--- src/design/ndef_message_record_parser_assert.svh ---
// ----------------------------------------------------------------------------
// NDEF parser assertion macros
// Assertion macros used by the NDEF record parser core.
// ----------------------------------------------------------------------------
`ifndef NDEF_MESSAGE_RECORD_PARSER_ASSERT_SVH
`define NDEF_MESSAGE_RECORD_PARSER_ASSERT_SVH

// Same-cycle implication, disabled while reset is low.
`define NDP_ASSERT_SAME(label, clk, rst_n, ante, cons, msg) \
    label: assert property (@(posedge clk) disable iff (!(rst_n)) (ante) |-> (cons)) \
        else $error(msg);

// Next-cycle implication, disabled while reset is low.
`define NDP_ASSERT_NEXT(label, clk, rst_n, ante, cons, msg) \
    label: assert property (@(posedge clk) disable iff (!(rst_n)) (ante) |=> (cons)) \
        else $error(msg);

`endif

--- src/design/ndp_pkg.sv ---
`timescale 1ns / 1ps
// ----------------------------------------------------------------------------
// NDEF parser package
// Types and constants shared by the NDEF message record parser modules.
// ----------------------------------------------------------------------------
package ndp_pkg;

    localparam logic [7:0] TLV_START = 8'h03;
    localparam logic [7:0] TLV_END   = 8'hFE;
    localparam int unsigned FLAG_SR_BIT = 4;
    localparam int unsigned FLAG_IL_BIT = 3;

    typedef enum logic [2:0] {
        PH_START,
        PH_LENGTH,
        PH_FLAGS,
        PH_TYPELEN,
        PH_PAYLEN,
        PH_IDLEN,
        PH_BODY
    } t_phase;

    typedef enum logic [1:0] {
        KIND_RECORD,
        KIND_OK,
        KIND_BAD_START,
        KIND_BAD_END
    } t_kind;

    typedef struct packed {
        t_kind       kind;
        logic [7:0]  record_number;
        logic [7:0]  header_flags;
        logic [7:0]  type_len;
        logic [7:0]  ident_len;
        logic [31:0] payload_len;
        logic [2:0]  type_start;
        logic [8:0]  ident_start;
        logic [9:0]  payload_start;
        logic [32:0] record_total;
    } t_result;

endpackage

--- src/design/ndp_parse_core.sv ---
`timescale 1ns / 1ps
// ----------------------------------------------------------------------------
// NDEF parser core
// Per-byte header decode state and record/status result generation.
// ----------------------------------------------------------------------------
`include "ndef_message_record_parser_assert.svh"

module ndp_parse_core (
    input  logic             i_clk,
    input  logic             i_rst_n,
    input  logic             i_adv,
    input  logic [7:0]       i_data_byte,
    input  logic             i_last_byte,
    output logic             o_res_valid,
    output ndp_pkg::t_result o_res
);
    import ndp_pkg::*;

    t_phase      r_phase, n_phase;
    logic [1:0]  r_cnt, n_cnt;
    logic [7:0]  r_flag, n_flag;
    logic [7:0]  r_type, n_type;
    logic [31:0] r_pay, n_pay;
    logic [32:0] r_rem, n_rem;
    logic [7:0]  r_count, n_count;
    logic        r_start_bad, n_start_bad;

    logic [31:0] pay_shift;
    logic [7:0]  fin_ident;
    logic [31:0] fin_pay;
    logic [2:0]  tstart;
    logic [8:0]  istart;
    logic [9:0]  pstart;
    logic [32:0] total;
    logic [32:0] body_len;
    logic [32:0] rem_dec;
    logic        sr, il;
    t_kind       status_kind;

    assign sr        = r_flag[FLAG_SR_BIT];
    assign il        = r_flag[FLAG_IL_BIT];
    assign pay_shift = {r_pay[23:0], i_data_byte};
    assign fin_ident = (r_phase == PH_IDLEN) ? i_data_byte : 8'd0;
    assign fin_pay   = (r_phase == PH_PAYLEN) ? pay_shift : r_pay;
    assign tstart    = 3'd2 + (sr ? 3'd1 : 3'd4) + {2'b00, il};
    assign istart    = {6'd0, tstart} + {1'b0, r_type};
    assign pstart    = {1'b0, istart} + {2'b00, fin_ident};
    assign total     = {23'd0, pstart} + {1'b0, fin_pay};
    assign body_len  = {25'd0, r_type} + {25'd0, fin_ident} + {1'b0, fin_pay};
    assign rem_dec   = (r_rem != 33'd0) ? (r_rem - 33'd1) : r_rem;

    always_comb begin
        if (r_phase == PH_START) begin
            status_kind = (i_data_byte != TLV_START) ? KIND_BAD_START : KIND_BAD_END;
        end else if (r_start_bad) begin
            status_kind = KIND_BAD_START;
        end else begin
            status_kind = (i_data_byte == TLV_END) ? KIND_OK : KIND_BAD_END;
        end
    end

    always_comb begin
        logic fin;
        fin         = 1'b0;
        n_phase     = r_phase;
        n_cnt       = r_cnt;
        n_flag      = r_flag;
        n_type      = r_type;
        n_pay       = r_pay;
        n_rem       = r_rem;
        n_count     = r_count;
        n_start_bad = r_start_bad;
        o_res_valid = 1'b0;
        o_res       = '0;
        if (i_adv) begin
            if (i_last_byte) begin
                o_res_valid         = 1'b1;
                o_res.kind          = status_kind;
                o_res.record_number = (status_kind == KIND_BAD_START) ? 8'd0 : r_count;
                n_phase     = PH_START;
                n_cnt       = 2'd0;
                n_flag      = 8'd0;
                n_type      = 8'd0;
                n_pay       = 32'd0;
                n_rem       = 33'd0;
                n_count     = 8'd0;
                n_start_bad = 1'b0;
            end else if (r_phase == PH_START) begin
                n_start_bad = (i_data_byte != TLV_START);
                n_phase     = PH_LENGTH;
            end else if (!r_start_bad) begin
                case (r_phase)
                    PH_LENGTH: begin
                        n_phase = PH_FLAGS;
                    end
                    PH_FLAGS: begin
                        n_flag  = i_data_byte;
                        n_phase = PH_TYPELEN;
                    end
                    PH_TYPELEN: begin
                        n_type  = i_data_byte;
                        n_pay   = 32'd0;
                        n_cnt   = 2'd0;
                        n_phase = PH_PAYLEN;
                    end
                    PH_PAYLEN: begin
                        n_pay = pay_shift;
                        if (!sr && r_cnt != 2'd3) begin
                            n_cnt = r_cnt + 2'd1;
                        end else begin
                            n_cnt = 2'd0;
                            if (il) begin
                                n_phase = PH_IDLEN;
                            end else begin
                                fin = 1'b1;
                            end
                        end
                    end
                    PH_IDLEN: begin
                        fin = 1'b1;
                    end
                    PH_BODY: begin
                        n_rem = rem_dec;
                        if (rem_dec == 33'd0) begin
                            n_phase = PH_FLAGS;
                        end
                    end
                    default: begin
                        n_phase = PH_FLAGS;
                    end
                endcase
                if (fin) begin
                    o_res_valid         = 1'b1;
                    o_res.kind          = KIND_RECORD;
                    o_res.record_number = r_count;
                    o_res.header_flags  = r_flag;
                    o_res.type_len      = r_type;
                    o_res.ident_len     = fin_ident;
                    o_res.payload_len   = fin_pay;
                    o_res.type_start    = tstart;
                    o_res.ident_start   = istart;
                    o_res.payload_start = pstart;
                    o_res.record_total  = total;
                    if (r_count != 8'hFF) begin
                        n_count = r_count + 8'd1;
                    end
                    n_rem   = body_len;
                    n_phase = (body_len != 33'd0) ? PH_BODY : PH_FLAGS;
                end
            end
        end
    end

    always_ff @(posedge i_clk) begin
        if (!i_rst_n) begin
            r_phase     <= PH_START;
            r_cnt       <= 2'd0;
            r_flag      <= 8'd0;
            r_type      <= 8'd0;
            r_pay       <= 32'd0;
            r_rem       <= 33'd0;
            r_count     <= 8'd0;
            r_start_bad <= 1'b0;
        end else begin
            r_phase     <= n_phase;
            r_cnt       <= n_cnt;
            r_flag      <= n_flag;
            r_type      <= n_type;
            r_pay       <= n_pay;
            r_rem       <= n_rem;
            r_count     <= n_count;
            r_start_bad <= n_start_bad;
        end
    end

    `NDP_ASSERT_NEXT(a_last_restarts, i_clk, i_rst_n, i_adv && i_last_byte,
        r_phase == PH_START && r_count == 8'd0 && !r_start_bad,
        "final byte did not return the parser to the start state")
    `NDP_ASSERT_SAME(a_no_record_on_bad_start, i_clk, i_rst_n,
        o_res_valid && o_res.kind == KIND_RECORD, !r_start_bad,
        "record emitted for a message with a bad start byte")
    `NDP_ASSERT_NEXT(a_count_monotonic, i_clk, i_rst_n, i_adv && !i_last_byte,
        r_count >= $past(r_count),
        "record count decreased within a message")

endmodule

--- src/design/ndp_out_reg.sv ---
`timescale 1ns / 1ps
// ----------------------------------------------------------------------------
// NDEF parser result register
// Holds one result word until the consumer takes it.
// ----------------------------------------------------------------------------
module ndp_out_reg (
    input  logic             i_clk,
    input  logic             i_rst_n,
    input  logic             i_adv,
    input  logic             i_res_valid,
    input  ndp_pkg::t_result i_res,
    input  logic             i_stall,
    output logic             o_free,
    output logic             o_valid,
    output ndp_pkg::t_result o_res
);
    import ndp_pkg::*;

    logic    r_valid;
    t_result r_res;

    assign o_free  = !r_valid || !i_stall;
    assign o_valid = r_valid;
    assign o_res   = r_res;

    always_ff @(posedge i_clk) begin
        if (!i_rst_n) begin
            r_valid <= 1'b0;
        end else if (o_free) begin
            r_valid <= i_adv && i_res_valid;
        end
    end

    always_ff @(posedge i_clk) begin
        if (o_free && i_adv && i_res_valid) begin
            r_res <= i_res;
        end
    end

endmodule

--- src/design/ndef_message_record_parser.sv ---
`timescale 1ns / 1ps
// ----------------------------------------------------------------------------
// NDEF message record parser
// Decodes NDEF TLV record headers from a byte stream.
// ----------------------------------------------------------------------------
// One byte word is taken per clock when the result side is not stalled. Each
// byte is registered in the input register, decoded by the header state
// machine, and any record header or message status is then registered in the
// result register; sustained rate is one byte per cycle while the result side
// is not stalled. A record header word is emitted on the byte that completes
// the header; a status word (ok, bad start, bad end, with the record count) is
// emitted on the byte flagged last, which also restarts the parser.

module ndef_message_record_parser (
    input  logic        i_clk,
    input  logic        i_rst_n,
    input  logic        i_in_valid,
    output logic        o_in_stall,
    input  logic [7:0]  i_data_byte,
    input  logic        i_last_byte,
    output logic        o_out_valid,
    input  logic        i_out_stall,
    output logic [1:0]  o_result_kind,
    output logic [7:0]  o_record_number,
    output logic [7:0]  o_header_flags,
    output logic [7:0]  o_type_len,
    output logic [7:0]  o_ident_len,
    output logic [31:0] o_payload_len,
    output logic [2:0]  o_type_start,
    output logic [8:0]  o_ident_start,
    output logic [9:0]  o_payload_start,
    output logic [32:0] o_record_total
);
    import ndp_pkg::*;

    logic       r_in_valid;
    logic [7:0] r_in_byte;
    logic       r_in_last;
    logic       out_free;
    logic       adv;
    logic       core_valid;
    t_result    core_res;
    t_result    out_res;

    assign o_in_stall = r_in_valid && !out_free;
    assign adv        = r_in_valid && out_free;

    always_ff @(posedge i_clk) begin
        if (!i_rst_n) begin
            r_in_valid <= 1'b0;
        end else if (!o_in_stall) begin
            r_in_valid <= i_in_valid;
        end
    end

    always_ff @(posedge i_clk) begin
        if (i_in_valid && !o_in_stall) begin
            r_in_byte <= i_data_byte;
            r_in_last <= i_last_byte;
        end
    end

    ndp_parse_core u_core (
        .i_clk       (i_clk),
        .i_rst_n     (i_rst_n),
        .i_adv       (adv),
        .i_data_byte (r_in_byte),
        .i_last_byte (r_in_last),
        .o_res_valid (core_valid),
        .o_res       (core_res)
    );

    ndp_out_reg u_out (
        .i_clk       (i_clk),
        .i_rst_n     (i_rst_n),
        .i_adv       (adv),
        .i_res_valid (core_valid),
        .i_res       (core_res),
        .i_stall     (i_out_stall),
        .o_free      (out_free),
        .o_valid     (o_out_valid),
        .o_res       (out_res)
    );

    assign o_result_kind   = out_res.kind;
    assign o_record_number = out_res.record_number;
    assign o_header_flags  = out_res.header_flags;
    assign o_type_len      = out_res.type_len;
    assign o_ident_len     = out_res.ident_len;
    assign o_payload_len   = out_res.payload_len;
    assign o_type_start    = out_res.type_start;
    assign o_ident_start   = out_res.ident_start;
    assign o_payload_start = out_res.payload_start;
    assign o_record_total  = out_res.record_total;

endmodule

--- config.mk ---
export PLATFORM = sky130hd
export DESIGN_NAME = ndef_message_record_parser
export DESIGN_NICKNAME = d
export VERILOG_FILES = /design/src/design/ndp_pkg.sv /design/src/design/ndp_parse_core.sv /design/src/design/ndp_out_reg.sv /design/src/design/ndef_message_record_parser.sv
export VERILOG_INCLUDE_DIRS = /design/src /design/src/design
export SDC_FILE = /design/constraint.sdc
export NUM_CORES = 1
export LEC_CHECK = 0
export BUFFER_PORTS_ARGS = -buffer_cell sky130_fd_sc_hd__buf_2
export CORE_UTILIZATION = 55
export CTS_BUF_LIST = sky130_fd_sc_hd__clkbuf_2 sky130_fd_sc_hd__clkbuf_4 sky130_fd_sc_hd__clkbuf_8
export DETAILED_ROUTE_END_ITERATION = 6
export PLACE_DENSITY_LB_ADDON = 0.1
export SYNTH_ARGS = -nofsm -noshare
export SYNTH_HDL_FRONTEND = slang
export SYNTH_HIERARCHICAL = 1
export SYNTH_SLANG_ARGS = --single-unit
export TNS_END_PERCENT = 5
--- constraint.sdc ---
create_clock -name i_clk -period 21.9 [get_ports i_clk]
set_clock_uncertainty 0.05 [all_clocks]
set_input_delay 2.19 -clock i_clk [delete_from_list [all_inputs] [get_ports i_clk]]
set_output_delay 2.19 -clock i_clk [all_outputs]
set_load 0.01 [all_outputs]
==> impl_results.md, run 1 <==
- Status: completed
- First-pass iteration count of the detailed router: 5
- Post-Synth Simple-Gate Area: 23.44%
- Top cells by area, synth: edfxtp_1 30%, dfxtp_1 15%, nor2_1 5.8%, nand2_1 3.3%, a21oi_1 3.3%
- Post-CTS Resized: 0
- Share of layout cells above drive strength 1: 17.29%
- Setup WS pre-CTS: 16,320 ps
- Largest family of logic cells by synthesized area: simple AND/OR/NAND/NOR gates
- Total Routing Usage GR: 29.84%
- CTS Sinks: 227
- Register clock-pin slew on the reported worst setup and hold paths: 60 ps
- CTS tree: built
- RSZ-0062 raised after global routing: no
- Top cell type's share of synthesized area: 30.11%
- Hold_buf cts: 0
- Hold Crit Class: flip-flop to flip-flop
- Num CTS Buffers: 40
- Flop and latch count out of synthesis: 227
- Syn Std Cell Area: 12,960 um^2
- First-pass GRT wire length: 56.57 mm
- Synth Instances: 1,403
- Crit-path max FO: 14
- Fin util: 64.27%
- Diode count: 0
- Die Span X: 155.5 um
- Final Worst Setup Slack: 16,170 ps
- Antenna violations before repair: 0
- Worst hold margin: 408.5 ps
- Vias in the first global route: 10,361
- Final hold vios: 0
- Synth area leader: edfxtp_1
- Global route overflow: 0
- Fmax achieved: 0.1745 GHz
- CP required: 22,130 ps
- Fin crit share: 26.16%
- Initial core utilization: 56.74%
- Layout Nets: 1,572
- Pin count of the biggest net entering global routing: 85
- Endpoints failing setup: 0
- Clock buffer depth: 3
- Initial DRC count: 1,241
- H-Tree Depth: 2
- Mux contribution to synthesized area: 3.504%
- Placed cell count: 1,784
- Power Total: 1.036 mW
- DR WL/cell: 19.34 um
- Max-Cap Viols: 0
- Netlist cell types: 81
- TNS Setup: 0 ps
- Post-route DRC: 0
- Synth Area in Compound Gates: 14.84%
- R2R cell count: 19
- Final worst path period need: 5730 ps
- IO buf count: 135
- Type of origin of the critical path: flip-flop
- Yosys warnings: 6
- Core ar.: 22,850 um^2
- Post-Syn Area per Cell: 9.240 um^2
- Die Ht: 155.5 um
- Leakage Power: 5.618 nW
- Register area share after synthesis: 45.09%
- Root Driver: clkbuf_8
- Routed Antenna Nets: 0
- I/O pins: 136
- Rows: 55
- Die footprint: 24,190 um^2
- Vias: 11,400
- Synthesized Nets: 1,462
- Clock Latency Late Sink: 540 ps
- Via/cell ratio: 6.139
- Final GP Congestion: 0.9259
- Area after DPL: 13,860 um^2
- Setup Buffers After CTS: 0
- Top-count cell post-synth: nor2_1
- CP Class: flip-flop to flip-flop
- Final Non-Filler Cells: 1,857
- CP Capture Type: flip-flop
- Most instantiated cells after synthesis: 200 x nor2_1, 130 x edfxtp_1, 115 x nand2_1
- EDFF count, synth: 130
- Total detailed-routing wirelength: 35.92 mm
- DP HPWL: 25.27 mm
- Maximum VDD drop: 53.44 uV
- Crit path DAT: 5960 ps
- Area growth from synthesis to layout: 13.26%
- Slew @ Worst Pin: 1063 ps
- Ys flop type: edfxtp_1
- Fin. max-slew vios: 0
- Slew margin rel.: 28.83%
- Final instance area: 14,680 um^2
- XOR/XNOR Fraction of Synth Area: 4.662%
- Post-synthesis adder-cell area fraction: 5.135%
- Pwr dens: 70.59 nW/um^2
- Post-synth ARST share: 0%
- Hold path depth: 2
==> where the power goes <==
part	switching, mW	internal [mW]	total, mW	leakage [nW]
Clock	0.171	0.224	0.395	0.425
Combinational	0.107	0.0693	0.177	3.27
Sequential	0.0108	0.454	0.465	1.93
Total	0.289	0.747	1.04	5.62
==> cell usage in the layout (no fill, tap or decap), types with 33 or more instances in the layout <==
cell        n
a21oi_1    84
a22oi_1    54
and2_1     64
buf_2     135
clkbuf_8   46
dfxtp_1    97
edfxtp_1  130
ha_1       34
mux2i_1    33
nand2_1   115
nand3_1    37
nor2_1    198
nor3_1     38
o21ai_0    62
xnor2_1    33
xor2_1     36
==> routing by layer <==
metal	share of wire, %	track usage [%]	wire (um)
met4	1.8	8.450	648
met2	44	44.80	15880
met3	9.7	6.212	3496
met1	44	43.45	15900
met5	0	0	0
==> sequential cells by signal (all words and copies together), names as in the netlist, 2 cells and up <==
register / count
u_core/r_pay: 32
u_core/r_rem: 33
u_core/r_flag: 8
u_core/r_phase: 3
u_core/r_count: 8
r_in_byte: 8
u_core/r_cnt: 2
u_core/r_type: 8
u_out/o_res: 121
==> cell type report <==
class	instances	area [um^2]
fillers	1975	8164
flip-flops and latches	227	5846
clock buffers	58	723.2
multi-input cells	1066	6734
repair buffers	149	780.7
inverters	29	110.1
clock inverters	15	97.59
well taps	313	391.6
==> path summary, 6_finish.rpt <==
check / from / end / slack (ps)
worst min register to register: u_core/r_cnt[1] / u_core/r_cnt[1] / 410
worst max register to register: u_core/r_phase[2] / u_out/o_res[27] / 16170
worst min-delay path: u_core/r_cnt[1] / u_core/r_cnt[1] / 410
worst max-delay path: u_core/r_phase[2] / u_out/o_res[27] / 16170
==> kinds of logic (layout without fill, tap and decap cells) <==
| logic type | count (synthesis) | in the layout |
|---|---|---|
| compound gates | 301 | 301 |
| flops | 227 | 227 |
| simple gates | 606 | 606 |
| fa+ha+maj | 46 | 46 |
| mux | 44 | 44 |
| buf+inv | 110 | 251 |
| xor+xnor | 69 | 69 |
==> worst max-delay path, cell delays in order (launching register included) <==
cell and delay, ps:
dfxtp_1 550, nor2b_1 620, and3_1 300, ha_1 210, inv_1 80, fa_1 420
inv_1 80, a21oi_1 80, o21bai_1 210, a21oi_1 110, o21bai_1 220, a21o_1 150
a21oi_1 70, xor2_1 160, ha_1 350, nand2_1 100, or4_1 610, a21boi_0 520
nor2b_1 220, mux2_2 340
No activity file was read; power rests on OpenSTA's default activity.
==> run 2, diff against run 1 <==
Clock period 21.9 ns to 5 ns, I/O delays scaled along.
==> run 2 against run 1 <==
  * The run now ends with design-rule violations left
  * Die area is the same
  * Combinational power increased to 4.4 times the previous value
  * Sequential share of layout area fell by 1.5 points
  * Largest power group unchanged
  * Highest routed layer unchanged
==> impl_results.md, run 2 (synthesis results as in run 1) <==
- Worst hold margin: 89.07 ps (-319.5 ps)
- Area after DPL: 14,280 um^2 (+3.0%)
- Global route overflow: 0 (unchanged)
- Vias: 11,563 (+1.4%)
- Die footprint: 24,190 um^2 (unchanged)
- Maximum VDD drop: 280.4 uV (+420%)
- Initial core utilization: 56.74% (unchanged)
- Crit-path max FO: 3 (-11)
- Via/cell ratio: 6.041 (-1.6%)
- CP Capture Type: flip-flop
- CP top delay family: adder cells
- Core ar.: 22,850 um^2 (unchanged)
- Antenna violations before repair: 0 (unchanged)
- Rows: 55 (unchanged)
- Final instance area: 15,250 um^2 (+3.9%)
- Hold Crit Class: primary input to flip-flop
- Post-route DRC: 2 (+2)
- Die Span X: 155.5 um (unchanged)
- CP peak stage delay: 540 ps (-80 ps)
- Register clock-pin slew on the reported worst setup and hold paths: 60 ps (about the same)
- CTS tree: built
- Root Driver: clkbuf_8
- Routed Antenna Nets: 0 (unchanged)
- Most common cell after layout, fill and taps aside: nor2_1
- TNS Setup: 0 ps (unchanged)
- Pin count of the biggest net entering global routing: 67 (-21%)
- Crit path DAT: 5060 ps (-900 ps)
- I/O pins: 136 (unchanged)
- Crit path buffers/inverters: 5 (+3)
- Endpoints failing setup: 0 (unchanged)
- Num CTS Buffers: 39 (-2.5%)
- Status: complete, but fails checks
- Diode count: 0 (unchanged)
- Pwr dens: 299.3 nW/um^2 (+320%)
- Type of origin of the critical path: flip-flop
- Slew margin rel.: 28.33% (-0.50 points)
- Die Ht: 155.5 um (unchanged)
- Crit-path cells: inv_2, ha_4, inv_1, ha_4, fa_2, inv_1, fa_2, inv_1, a21oi_1, o21bai_1, a21oi_1, o21bai_1, a21o_1, a21oi_1, xor2_1, ha_1, nand2_2, or4_4, a21boi_2, buf_4, nand3_2, mux2_4
- First-pass GRT wire length: 57.64 mm (+1.9%)
- Area growth from synthesis to layout: 17.65%
- CP Class: flip-flop to flip-flop
- Vias in the first global route: 10,631 (+2.6%)
- Final GP Congestion: 0.9887 (+6.8%)
- CP max stage cell: fa_2
- Layout Nets: 1,631 (+3.8%)
- DR WL/cell: 19.24 um (-0.56%)
- Final hold vios: 0 (unchanged)
- Clock Latency Late Sink: 550 ps (about the same)
- Failing checks: design-rule violations
- First-pass iteration count of the detailed router: 7 (+2)
- Fin. max-slew vios: 0 (unchanged)
- CP required: 5240 ps (-16,890 ps)
- Total Routing Usage GR: 30.43% (+0.59 points)
- Fmax achieved: 0.2074 GHz (+19%)
- Initial DRC count: 1,449 (+17%)
- Max reg flops: 121 (unchanged)
- Max-Cap Viols: 0 (unchanged)
- H-Tree Depth: 2 (unchanged)
- Most frequent cells in the layout: 198 x nor2_1, 136 x buf_2, 130 x edfxtp_1, 114 x nand2_1, 93 x dfxtp_1
- DP HPWL: 26.18 mm (+3.6%)
- Leakage Power: 5.927 nW (+5.5%)
- Slew @ Worst Pin: 1071 ps (+7.477 ps)
- Total detailed-routing wirelength: 36.82 mm (+2.5%)
- CTS Sinks: 227 (unchanged)
- Fin crit share: 96.44% (+70 points)
- Clock buffer depth: 3 (unchanged)
- IO buf count: 135 (unchanged)
- Share of layout cells above drive strength 1: 22.11% (+4.8 points)
- Final worst path period need: 4822 ps (-908.0 ps)
-- run 2: cell count changes in the layout (fill, tap and decap cells not counted), sizes merged --
cell      before  now
clkbuf        58   60
inv           28   29
buf          149  209
clkinvlp       3    1
clkinv        12    7
bufinv         1    2
-- run 2: stage by stage --
stage                     setup slack [ps]  total power, mW  instances  utilization, %
after global placement              -22.55            2.827       1838           62.50
final                                178.1            4.565       1914           66.76
after CTS                            11.89            4.585       1908           66.06
after global routing                -4.947            4.764       1914           66.76
after floorplan                     -1.302            2.652       1403               -
after detailed placement            -130.5            2.831       1838           62.50
-- run 2: worst paths after layout --
path                    start         endpoint  slack, ps  depth (start not counted)
max          u_core/r_flag[3]  u_out/o_res[29]        180                         22
min            i_data_byte[1]     r_in_byte[1]         90                          1
max reg2reg  u_core/r_flag[3]  u_out/o_res[29]        180                         22
min reg2reg   u_core/r_cnt[1]  u_core/r_cnt[1]        420                          2
-- run 2: per-layer routing --
| layer | wire (um) | track usage, % |
|---|---|---|
| met5 | 0 | 0 |
| met4 | 679 | 7.983 |
| met3 | 3620 | 5.209 |
| met2 | 16260 | 45.68 |
| met1 | 16260 | 45.28 |
-- run 2: final cells by class --
| class | count | area, um^2 |
|---|---|---|
| timing repair buffer | 209 | 1254 |
| sequential | 227 | 5851 |
| tap | 313 | 391.6 |
| clock inverter | 10 | 101.3 |
| fill | 1865 | 7595 |
| multi-input combinational | 1066 | 6838 |
| clock buffer | 60 | 706.9 |
| inverter | 29 | 110.1 |
-- run 2: what timing repair did --
item                                    in CTS  in global routing
hold endpoints to repair                     0                  0
gates resized for setup                      3                 34
hold buffers                                 0                  0
endpoints found under the setup margin       4                 22
pin swaps                                    0                 17
buffers inserted                             0                  6
-- run 2: power breakdown --
part           total [mW]  internal, mW  switching, mW
registers            2.03          1.99         0.0401
clock network        1.75          1.01          0.747
logic               0.784         0.311          0.473
